==> src/design/bsoc_pkg.sv <==
// Package with the widths, discharge curve tables and codes of the charge lookup unit.
package bsoc_pkg;

    // Field widths.
    localparam int MV_W   = 13;
    localparam int CHG_W  = 14;
    localparam int FLAG_W = 2;

    // Curve geometry.
    localparam int TABLE_POINTS     = 11;
    localparam int CURVE_POINTS_DEF = 11;
    localparam int FULL_SCALE       = 10000;
    localparam int SEG_W            = $clog2(TABLE_POINTS);
    localparam int STEP_W           = 14;

    // Datapath widths: the scaled offset magnitude stays below 2**26, and the
    // reciprocal holds floor(2**RECIP_SHIFT / span).
    localparam int MAG_W       = 26;
    localparam int RECIP_SHIFT = 27;
    localparam int REC_W       = 28;
    localparam int VAL_W       = 28;

    localparam logic [CHG_W-1:0] FULL_CHG = CHG_W'(FULL_SCALE);

    // Range flag codes.
    localparam logic [FLAG_W-1:0] FLAG_IN    = 2'd0;
    localparam logic [FLAG_W-1:0] FLAG_EMPTY = 2'd1;
    localparam logic [FLAG_W-1:0] FLAG_FULL  = 2'd2;

    // Lithium-polymer discharge curve, one point per 10 percent, in millivolts.
    localparam logic [MV_W-1:0] CURVE_MV [TABLE_POINTS] = '{
        13'd3300, 13'd3584, 13'd3678, 13'd3725, 13'd3748, 13'd3775,
        13'd3815, 13'd3873, 13'd3951, 13'd4036, 13'd4200
    };

    // Width of segment k in millivolts, point k minus point k-1 (entry 0 unused).
    localparam logic [MV_W-1:0] SPAN_MV [TABLE_POINTS] = '{
        13'd0, 13'd284, 13'd94, 13'd47, 13'd23, 13'd27,
        13'd40, 13'd58, 13'd78, 13'd85, 13'd164
    };

    // floor(2**27 / span) for segment k (entry 0 unused).
    localparam logic [REC_W-1:0] SPAN_RECIP [TABLE_POINTS] = '{
        28'd0,       28'd472597,  28'd1427848, 28'd2855696,
        28'd5835553, 28'd4971026, 28'd3355443, 28'd2314098,
        28'd1720740, 28'd1579032, 28'd818400
    };

endpackage

==> src/design/bsoc_ifs.sv <==
// Valid/ready channel interfaces for the voltage items and the charge result items.
interface bsoc_in_if;
    logic                     valid;
    logic                     ready;
    logic [bsoc_pkg::MV_W-1:0] battery_mv;

    modport source (output valid, output battery_mv, input ready);
    modport sink (input valid, input battery_mv, output ready);
endinterface

interface bsoc_out_if;
    logic                       valid;
    logic                       ready;
    logic [bsoc_pkg::CHG_W-1:0]  charge_centipercent;
    logic [bsoc_pkg::FLAG_W-1:0] range_flag;

    modport source (output valid, output charge_centipercent, output range_flag, input ready);
    modport sink (input valid, input charge_centipercent, input range_flag, output ready);
endinterface

==> src/design/battery_mv_to_state_of_charge_unit.sv <==
// Top level: pipelined piecewise-linear battery voltage to state-of-charge lookup.
//
//  Channel | Dir | Payload                                   | Handshake
//  i_in    | in  | battery_mv [12:0]                         | valid / ready
//  o_out   | out | charge_centipercent [13:0], range_flag [1:0] | valid / ready
//
// Six register stages: segment search, scale by the segment step, reciprocal
// multiply, back-multiply by the span, quotient correction, add and saturate.
// One item per cycle is accepted unless a stall at the output has filled every stage;
// an accepted item moves through the stage registers in order and is valid at the
// output once it reaches the last one.
// Reset (i_rst_n low at a clock edge) empties the pipeline and holds ready low.
// A stall at the output only holds back stages that are full; bubbles close up.
module battery_mv_to_state_of_charge_unit #(
    parameter int CURVE_POINTS = bsoc_pkg::CURVE_POINTS_DEF
) (
    input  logic            i_clk,
    input  logic            i_rst_n,
    bsoc_in_if.sink         i_in,
    bsoc_out_if.source      o_out
);

    localparam int N_CLAMP = (CURVE_POINTS > bsoc_pkg::TABLE_POINTS) ?
                             bsoc_pkg::TABLE_POINTS : CURVE_POINTS;
    localparam int N_USED  = (N_CLAMP < 2) ? 2 : N_CLAMP;
    localparam int STEP_I  = bsoc_pkg::FULL_SCALE / (N_USED - 1);
    localparam int NUM_ST  = 6;

    localparam logic [bsoc_pkg::STEP_W-1:0] STEP     = bsoc_pkg::STEP_W'(STEP_I);
    localparam logic [bsoc_pkg::SEG_W-1:0]  LAST_SEG = bsoc_pkg::SEG_W'(N_USED - 1);
    localparam logic [bsoc_pkg::SEG_W-1:0]  SEG_ONE  = bsoc_pkg::SEG_W'(1);

    // Stage valid bits and per-stage load enables.
    logic [NUM_ST-1:0] r_vld;
    logic [NUM_ST-1:0] en;
    logic              in_acc;

    always_comb begin
        en[NUM_ST-1] = !r_vld[NUM_ST-1] || o_out.ready;
        for (int k = NUM_ST - 2; k >= 0; k--) begin
            en[k] = !r_vld[k] || en[k+1];
        end
    end

    assign i_in.ready = en[0] && i_rst_n;
    assign in_acc     = i_in.valid && i_in.ready;

    always_ff @(posedge i_clk) begin
        if (!i_rst_n) begin
            r_vld <= '0;
        end else begin
            if (en[0]) begin
                r_vld[0] <= in_acc;
            end
            for (int k = 1; k < NUM_ST; k++) begin
                if (en[k]) begin
                    r_vld[k] <= r_vld[k-1];
                end
            end
        end
    end

    // Stage 1: first breakpoint at or above the voltage, offset and segment base.
    logic [bsoc_pkg::SEG_W-1:0]  n1_seg;
    logic [bsoc_pkg::SEG_W-1:0]  n1_seg_lo;
    logic signed [bsoc_pkg::MV_W:0] n1_diff;
    logic [bsoc_pkg::CHG_W-1:0]  n1_base;

    logic [bsoc_pkg::SEG_W-1:0]  r1_seg;
    logic signed [bsoc_pkg::MV_W:0] r1_diff;
    logic [bsoc_pkg::CHG_W-1:0]  r1_base;

    always_comb begin
        n1_seg = LAST_SEG;
        for (int k = N_USED - 1; k >= 1; k--) begin
            if (i_in.battery_mv <= bsoc_pkg::CURVE_MV[k]) begin
                n1_seg = bsoc_pkg::SEG_W'(k);
            end
        end
        n1_seg_lo = n1_seg - SEG_ONE;
        n1_diff   = $signed({1'b0, i_in.battery_mv}) -
                    $signed({1'b0, bsoc_pkg::CURVE_MV[n1_seg_lo]});
        n1_base   = bsoc_pkg::CHG_W'(n1_seg_lo * STEP);
    end

    always_ff @(posedge i_clk) begin
        if (en[0]) begin
            r1_seg  <= n1_seg;
            r1_diff <= n1_diff;
            r1_base <= n1_base;
        end
    end

    // Stage 2: scale the offset by the segment step and split sign and magnitude.
    logic signed [bsoc_pkg::MV_W+bsoc_pkg::STEP_W+1:0] n2_prod;
    logic signed [bsoc_pkg::MV_W+bsoc_pkg::STEP_W+1:0] n2_abs;

    logic [bsoc_pkg::SEG_W-1:0]  r2_seg;
    logic                        r2_neg;
    logic [bsoc_pkg::MAG_W-1:0]  r2_mag;
    logic [bsoc_pkg::CHG_W-1:0]  r2_base;

    always_comb begin
        n2_prod = r1_diff * $signed({1'b0, STEP});
        n2_abs  = n2_prod[$bits(n2_prod)-1] ? -n2_prod : n2_prod;
    end

    always_ff @(posedge i_clk) begin
        if (en[1]) begin
            r2_seg  <= r1_seg;
            r2_neg  <= n2_prod[$bits(n2_prod)-1];
            r2_mag  <= n2_abs[bsoc_pkg::MAG_W-1:0];
            r2_base <= r1_base;
        end
    end

    // Stage 3: quotient estimate by the span reciprocal, low by at most one.
    logic [bsoc_pkg::MAG_W+bsoc_pkg::REC_W-1:0] n3_prod;

    logic [bsoc_pkg::SEG_W-1:0]  r3_seg;
    logic                        r3_neg;
    logic [bsoc_pkg::MAG_W-1:0]  r3_mag;
    logic [bsoc_pkg::MAG_W-1:0]  r3_qe;
    logic [bsoc_pkg::CHG_W-1:0]  r3_base;

    assign n3_prod = r2_mag * bsoc_pkg::SPAN_RECIP[r2_seg];

    always_ff @(posedge i_clk) begin
        if (en[2]) begin
            r3_seg  <= r2_seg;
            r3_neg  <= r2_neg;
            r3_mag  <= r2_mag;
            r3_qe   <= n3_prod[bsoc_pkg::RECIP_SHIFT +: bsoc_pkg::MAG_W];
            r3_base <= r2_base;
        end
    end

    // Stage 4: multiply the estimate back by the span.
    logic [bsoc_pkg::MAG_W+bsoc_pkg::MV_W-1:0] n4_prod;

    logic [bsoc_pkg::SEG_W-1:0]  r4_seg;
    logic                        r4_neg;
    logic [bsoc_pkg::MAG_W-1:0]  r4_mag;
    logic [bsoc_pkg::MAG_W-1:0]  r4_qe;
    logic [bsoc_pkg::MAG_W-1:0]  r4_qs;
    logic [bsoc_pkg::CHG_W-1:0]  r4_base;

    assign n4_prod = r3_qe * bsoc_pkg::SPAN_MV[r3_seg];

    always_ff @(posedge i_clk) begin
        if (en[3]) begin
            r4_seg  <= r3_seg;
            r4_neg  <= r3_neg;
            r4_mag  <= r3_mag;
            r4_qe   <= r3_qe;
            r4_qs   <= n4_prod[bsoc_pkg::MAG_W-1:0];
            r4_base <= r3_base;
        end
    end

    // Stage 5: the remainder is below twice the span; one step fixes the quotient.
    logic [bsoc_pkg::MAG_W-1:0]  n5_rem;
    logic [bsoc_pkg::MAG_W-1:0]  n5_q;

    logic                        r5_neg;
    logic [bsoc_pkg::MAG_W-1:0]  r5_q;
    logic [bsoc_pkg::CHG_W-1:0]  r5_base;

    always_comb begin
        n5_rem = r4_mag - r4_qs;
        n5_q   = r4_qe;
        if (n5_rem >= bsoc_pkg::MAG_W'(bsoc_pkg::SPAN_MV[r4_seg])) begin
            n5_q = r4_qe + bsoc_pkg::MAG_W'(1);
        end
    end

    always_ff @(posedge i_clk) begin
        if (en[4]) begin
            r5_neg  <= r4_neg;
            r5_q    <= n5_q;
            r5_base <= r4_base;
        end
    end

    // Stage 6: add the segment base, saturate and flag the clamp direction.
    logic signed [bsoc_pkg::VAL_W-1:0] n6_off;
    logic signed [bsoc_pkg::VAL_W-1:0] n6_val;
    logic [bsoc_pkg::CHG_W-1:0]        n6_chg;
    logic [bsoc_pkg::FLAG_W-1:0]       n6_flag;

    logic [bsoc_pkg::CHG_W-1:0]  r6_chg;
    logic [bsoc_pkg::FLAG_W-1:0] r6_flag;

    always_comb begin
        n6_off = $signed({{(bsoc_pkg::VAL_W-bsoc_pkg::MAG_W){1'b0}}, r5_q});
        if (r5_neg) begin
            n6_off = -n6_off;
        end
        n6_val = $signed({{(bsoc_pkg::VAL_W-bsoc_pkg::CHG_W){1'b0}}, r5_base}) + n6_off;
        if (n6_val < 0) begin
            n6_chg  = '0;
            n6_flag = bsoc_pkg::FLAG_EMPTY;
        end else if (n6_val > bsoc_pkg::VAL_W'(bsoc_pkg::FULL_SCALE)) begin
            n6_chg  = bsoc_pkg::FULL_CHG;
            n6_flag = bsoc_pkg::FLAG_FULL;
        end else begin
            n6_chg  = n6_val[bsoc_pkg::CHG_W-1:0];
            n6_flag = bsoc_pkg::FLAG_IN;
        end
    end

    always_ff @(posedge i_clk) begin
        if (en[5]) begin
            r6_chg  <= n6_chg;
            r6_flag <= n6_flag;
        end
    end

    assign o_out.valid               = r_vld[NUM_ST-1];
    assign o_out.charge_centipercent = r6_chg;
    assign o_out.range_flag          = r6_flag;

endmodule

==> src/flat_wrapper.sv <==
// flat-port wrapper written by rule: the top's interface ports become plain ports
module battery_mv_to_state_of_charge_unit_flat 
#(
    parameter int CURVE_POINTS = bsoc_pkg::CURVE_POINTS_DEF
)
  (i_clk, i_rst_n, i_in_valid, i_in_battery_mv, i_in_ready, o_out_valid, o_out_charge_centipercent, o_out_range_flag, o_out_ready);
  bsoc_in_if i_in_i ();
  bsoc_out_if o_out_i ();
  input  logic i_clk;
  input  logic i_rst_n;
  input wire logic [$bits(i_in_i.valid)-1:0] i_in_valid;
  input wire logic [$bits(i_in_i.battery_mv)-1:0] i_in_battery_mv;
  output wire logic [$bits(i_in_i.ready)-1:0] i_in_ready;
  output wire logic [$bits(o_out_i.valid)-1:0] o_out_valid;
  output wire logic [$bits(o_out_i.charge_centipercent)-1:0] o_out_charge_centipercent;
  output wire logic [$bits(o_out_i.range_flag)-1:0] o_out_range_flag;
  input wire logic [$bits(o_out_i.ready)-1:0] o_out_ready;
  assign i_in_i.valid = i_in_valid;
  assign i_in_i.battery_mv = i_in_battery_mv;
  assign i_in_ready = i_in_i.ready;
  assign o_out_valid = o_out_i.valid;
  assign o_out_charge_centipercent = o_out_i.charge_centipercent;
  assign o_out_range_flag = o_out_i.range_flag;
  assign o_out_i.ready = o_out_ready;
  battery_mv_to_state_of_charge_unit #(.CURVE_POINTS(CURVE_POINTS)) u_core (.i_clk(i_clk), .i_rst_n(i_rst_n), .i_in(i_in_i), .o_out(o_out_i));
endmodule
==> config.mk <==
export PLATFORM = sky130hd
export DESIGN_NAME = battery_mv_to_state_of_charge_unit_flat
export DESIGN_NICKNAME = d
export VERILOG_FILES = /design/src/design/bsoc_pkg.sv /design/src/design/bsoc_ifs.sv /design/src/design/battery_mv_to_state_of_charge_unit.sv /design/src/flat_wrapper.sv
export SDC_FILE = /design/constraint.sdc
export NUM_CORES = 2
export LEC_CHECK = 0
export BUFFER_PORTS_ARGS = -buffer_cell sky130_fd_sc_hd__buf_2
export CAP_MARGIN = 25
export CORE_MARGIN = 4
export CORE_UTILIZATION = 50
export DETAILED_ROUTE_END_ITERATION = 10
export PLACE_DENSITY_LB_ADDON = 0.2
export SYNTH_ARGS = -nofsm -noshare
export SYNTH_HDL_FRONTEND = slang
export SYNTH_SLANG_ARGS = --single-unit
==> constraint.sdc <==
create_clock -name i_clk -period 23.7 [get_ports i_clk]
set_clock_uncertainty 0.2 [all_clocks]
set_input_delay 1.185 -clock i_clk [delete_from_list [all_inputs] [get_ports i_clk]]
set_output_delay 1.185 -clock i_clk [all_outputs]
set_load 0.05 [all_outputs]
==> impl_results.md <==
- Hold Crit Class: flop to flop
- Netlist cell types: 83
- Largest net degree at the start of global routing: 70
- Layout area overhead: 6.72%
- Post-CTS Setup Bufs: 0
- RSZ-0062 raised after global routing: false
- Crit end category: flop
- Fillers: 7249
- Flop2flop setup slack: 14300 ps
- Max-cap violations: 0
- Synth cell count leaders: inv_1 (776), fa_1 (637), nand2_1 (509)
- Num CTS Buffers: 35
- Cells after DPL: 5110
- Required @ worst endpoint: 23780 ps
- # port buffers: 34
- Non-filler cells, final: between 5000 and 6000
- Main synth FF type: edfxtp_1
- Final Hold Viols: 0
- Number of synthesized flops with an enable pin: 276
- Initial core utilization: 50.4%
- First-pass GRT wire length: 155000 um
- CTS tree: built
- Top-count cell post-synth: inv_1
- Root Driver: clkbuf_16
- RR Endpoint: u_core.r3_qe[18]$_DFFE_PP_
- Critical path fanouts, max: 13
- Crit Path Class: flop to flop
- Die area: approximately 86000 um2
- Max Freq: 0.106 GHz
- Final Max Slew Viols: 0
- WHS Path Cells: 0
- DRT Pass-1 Iters: 5
- Post-synthesis cell count: a little over 4000
- Hold Buf Count CTS: 0
- Row cnt: 104
- CTS sink count: about 280
- Reg2reg start: u_core.r2_seg[0]$_DFFE_PP_
- Fraction of layout instances using a drive strength above 1: 5.03%
- Vias in the first global route: about 29000
- Fin crit period: 9400 ps
- Mapped Nets: 5201
- Initial antenna violation count: 1
- Total core area: 80400 um2
- Post_cts resized: 0
- Period Utilization, post-route: 39.7%
- Syn Std Cell Area: 40500 um2
- Setup WS post-layout: around 14000 ps
- Yosys top cell area share: 31.5%
- Warnings, synthesis: 0
- Avg WL per Cell: around 18 um
- Clock slew at reported path FFs: about 60 ps
- Residual DRC count: 0
- Area contributors post-synth: fa_1 (31%), edfxtp_1 (20%), ha_1 (14%)
- R2R depth: 34
- CP max stage cell: fa_1
- Status: finished clean
- Total Neg Setup Slack: 0 ps
- Drt initial violations: 1448
- Hpwl dp: around 72000 um
- I/O Pins: 35
- Die W: 293 um
- Slew at the pin closest to its max-slew limit: roughly 1000 ps
- Slowest cell delay on critical path: 560 ps
- Detail Route Antenna Nets: 0
- Via/cell ratio: between 5 and 6
- Hold endpoint: u_core.r4_mag[24]$_DFFE_PP_
- Synth Register Bits: 282
- Post-synth ARST share: 0%
- Crit path DAT: 9490 ps
- Worst-skew pair later-pin latency: 550 ps
- Via count: around 28000
- Hold Path Origin: u_core.r3_mag[24]$_DFFE_PP_
- Global Route Usage Sum: 22.7%
- Setup violators final: 0
- GRT Residual Overflow: 0
- Setup crit start kind: flop
- Drt total wl: 94400 um
- Largest area contributor in the netlist: fa_1
- Cell mode on critical path: inv_1
- NumNets Final: 5183
- Avg Cell Area, Syn: 9.87 um2
- H-tree Lvls: 2
- Seq/Total Area, Yosys: 20.7%
- Pre-CTS setup slack: 14330 ps
- Final Wtd Congestion: 0.894
- Vert. Die Dim: between 200 and 300 um
- Clock tree buffer depth: 3
- Slew headroom: 31.7%
## per-stage QoR
stage	utilization (%)	area (um2)	hold slack (ps)
after global placement	52.2	42000	201
final	53.8	43300	215
after CTS	53.7	43200	216
after detailed placement	52.2	42000	205
after floorplan	-	40500	200
after global routing	53.8	43300	220
## worst max-delay path, delay by kind of cell, from the launching register on
family,cells,cell delay [ps]
AOI/OAI and AO/OA,10,2760
xor gates and xnor gates,1,80
adders and majority gates,9,4120
buffers and inverters,9,910
DFF,1,500
and+or+nand+nor,5,550
## layer usage
metal | share of wire (%) | track usage [%]
met4 | 2.6 | 5.93
met2 | 46 | 36.0
met1 | 46 | 32.7
met5 | 0.014 | 0
met3 | 6.0 | 3.81
## cell families (layout without fill, tap and decap cells)
kind of cell,after synthesis,after routing,share of synthesized area [%]
fa+ha+maj,1077,1077,45.0
compound gates,410,410,6.67
xor+xnor,170,170,3.67
buf+inv,933,941,8.66
simple gates,1222,1222,14.9
flops,282,282,20.7
other cells,1,4,0.00925
mux,12,12,0.306
## flip-flops by register name, indices dropped and copies added (netlist names), 2 cells and up
| register | cells |
|---|---|
| u_core.r3_mag | 23 |
| u_core.r4_qe | 25 |
| u_core.r1_diff | 14 |
| u_core.r2_base | 11 |
| u_core.r4_qs | 26 |
| u_core.r_vld | 6 |
| u_core.o_out.range_flag | 2 |
| u_core.r2_mag | 23 |
| u_core.r2_seg | 4 |
| u_core.r4_mag | 23 |
| u_core.r3_qe | 25 |
| u_core.r4_base | 11 |
| u_core.r1_base | 11 |
| u_core.r4_seg | 4 |
| u_core.r5_base | 11 |
| u_core.r1_seg | 4 |
| u_core.r3_base | 11 |
| u_core.r5_q | 26 |
| u_core.r3_seg | 4 |
| u_core.o_out.charge_centipercent | 14 |
## how the worst max path moves through the flow
stage / start / to / slack, ps / cells after the start
after floorplan: u_core.r2_seg[0]$_DFFE_PP_ / u_core.r3_qe[18]$_DFFE_PP_ / 15310 / 34
after global placement: u_core.r2_seg[0]$_DFFE_PP_ / u_core.r3_qe[18]$_DFFE_PP_ / 14540 / 34
after detailed placement: u_core.r2_seg[0]$_DFFE_PP_ / u_core.r3_qe[18]$_DFFE_PP_ / 14330 / 34
after CTS: u_core.r2_seg[0]$_DFFE_PP_ / u_core.r3_qe[18]$_DFFE_PP_ / 14290 / 34
after global routing: u_core.r2_seg[0]$_DFFE_PP_ / u_core.r3_qe[18]$_DFFE_PP_ / 13830 / 34
final: u_core.r2_seg[0]$_DFFE_PP_ / u_core.r3_qe[18]$_DFFE_PP_ / 14300 / 34
## cell type report
| cell class | count | area, um2 | share of cell area [%] |
|---|---|---|---|
| antenna | 3 | 7.51 | 0.0173 |
| clock buffer | 43 | 957 | 2.21 |
| clock inverter | 20 | 258 | 0.596 |
| inverter | 778 | 2920 | 6.75 |
| multi-input combinational | 2892 | 28700 | 66.3 |
| sequential | 282 | 8410 | 19.4 |
| tap | 1060 | 1330 | 3.07 |
| timing repair buffer | 100 | 698 | 1.61 |
## placed cells by master, fill, tap and decap left out, types with 9 or more instances in the layout
cell type	Yosys	layout
a31oi_1	18	18
edfxtp_1	276	276
fa_1	637	637
inv_1	776	774
or3_1	22	22
o21a_1	20	20
nor3_1	39	38
or2_2	9	9
xnor2_1	117	116
nor4_1	10	10
a21boi_0	15	13
and2_1	291	291
a21o_1	43	43
buf_4	0	64
o21ai_0	89	83
and3_1	56	56
a21oi_1	99	91
a211oi_1	17	17
o31ai_1	13	13
nand2b_1	26	26
nor2_1	130	130
nand3_1	39	39
ha_1	440	440
clkbuf_16	0	36
nand2_1	509	508
nand4_1	16	16
o21bai_1	11	11
buf_2	2	34
xor2_1	53	53
nor2b_1	32	32
Power is left out: the tool's default activity adds up to more than one toggle a clock period on the data nets, which glitch-free logic cannot reach.
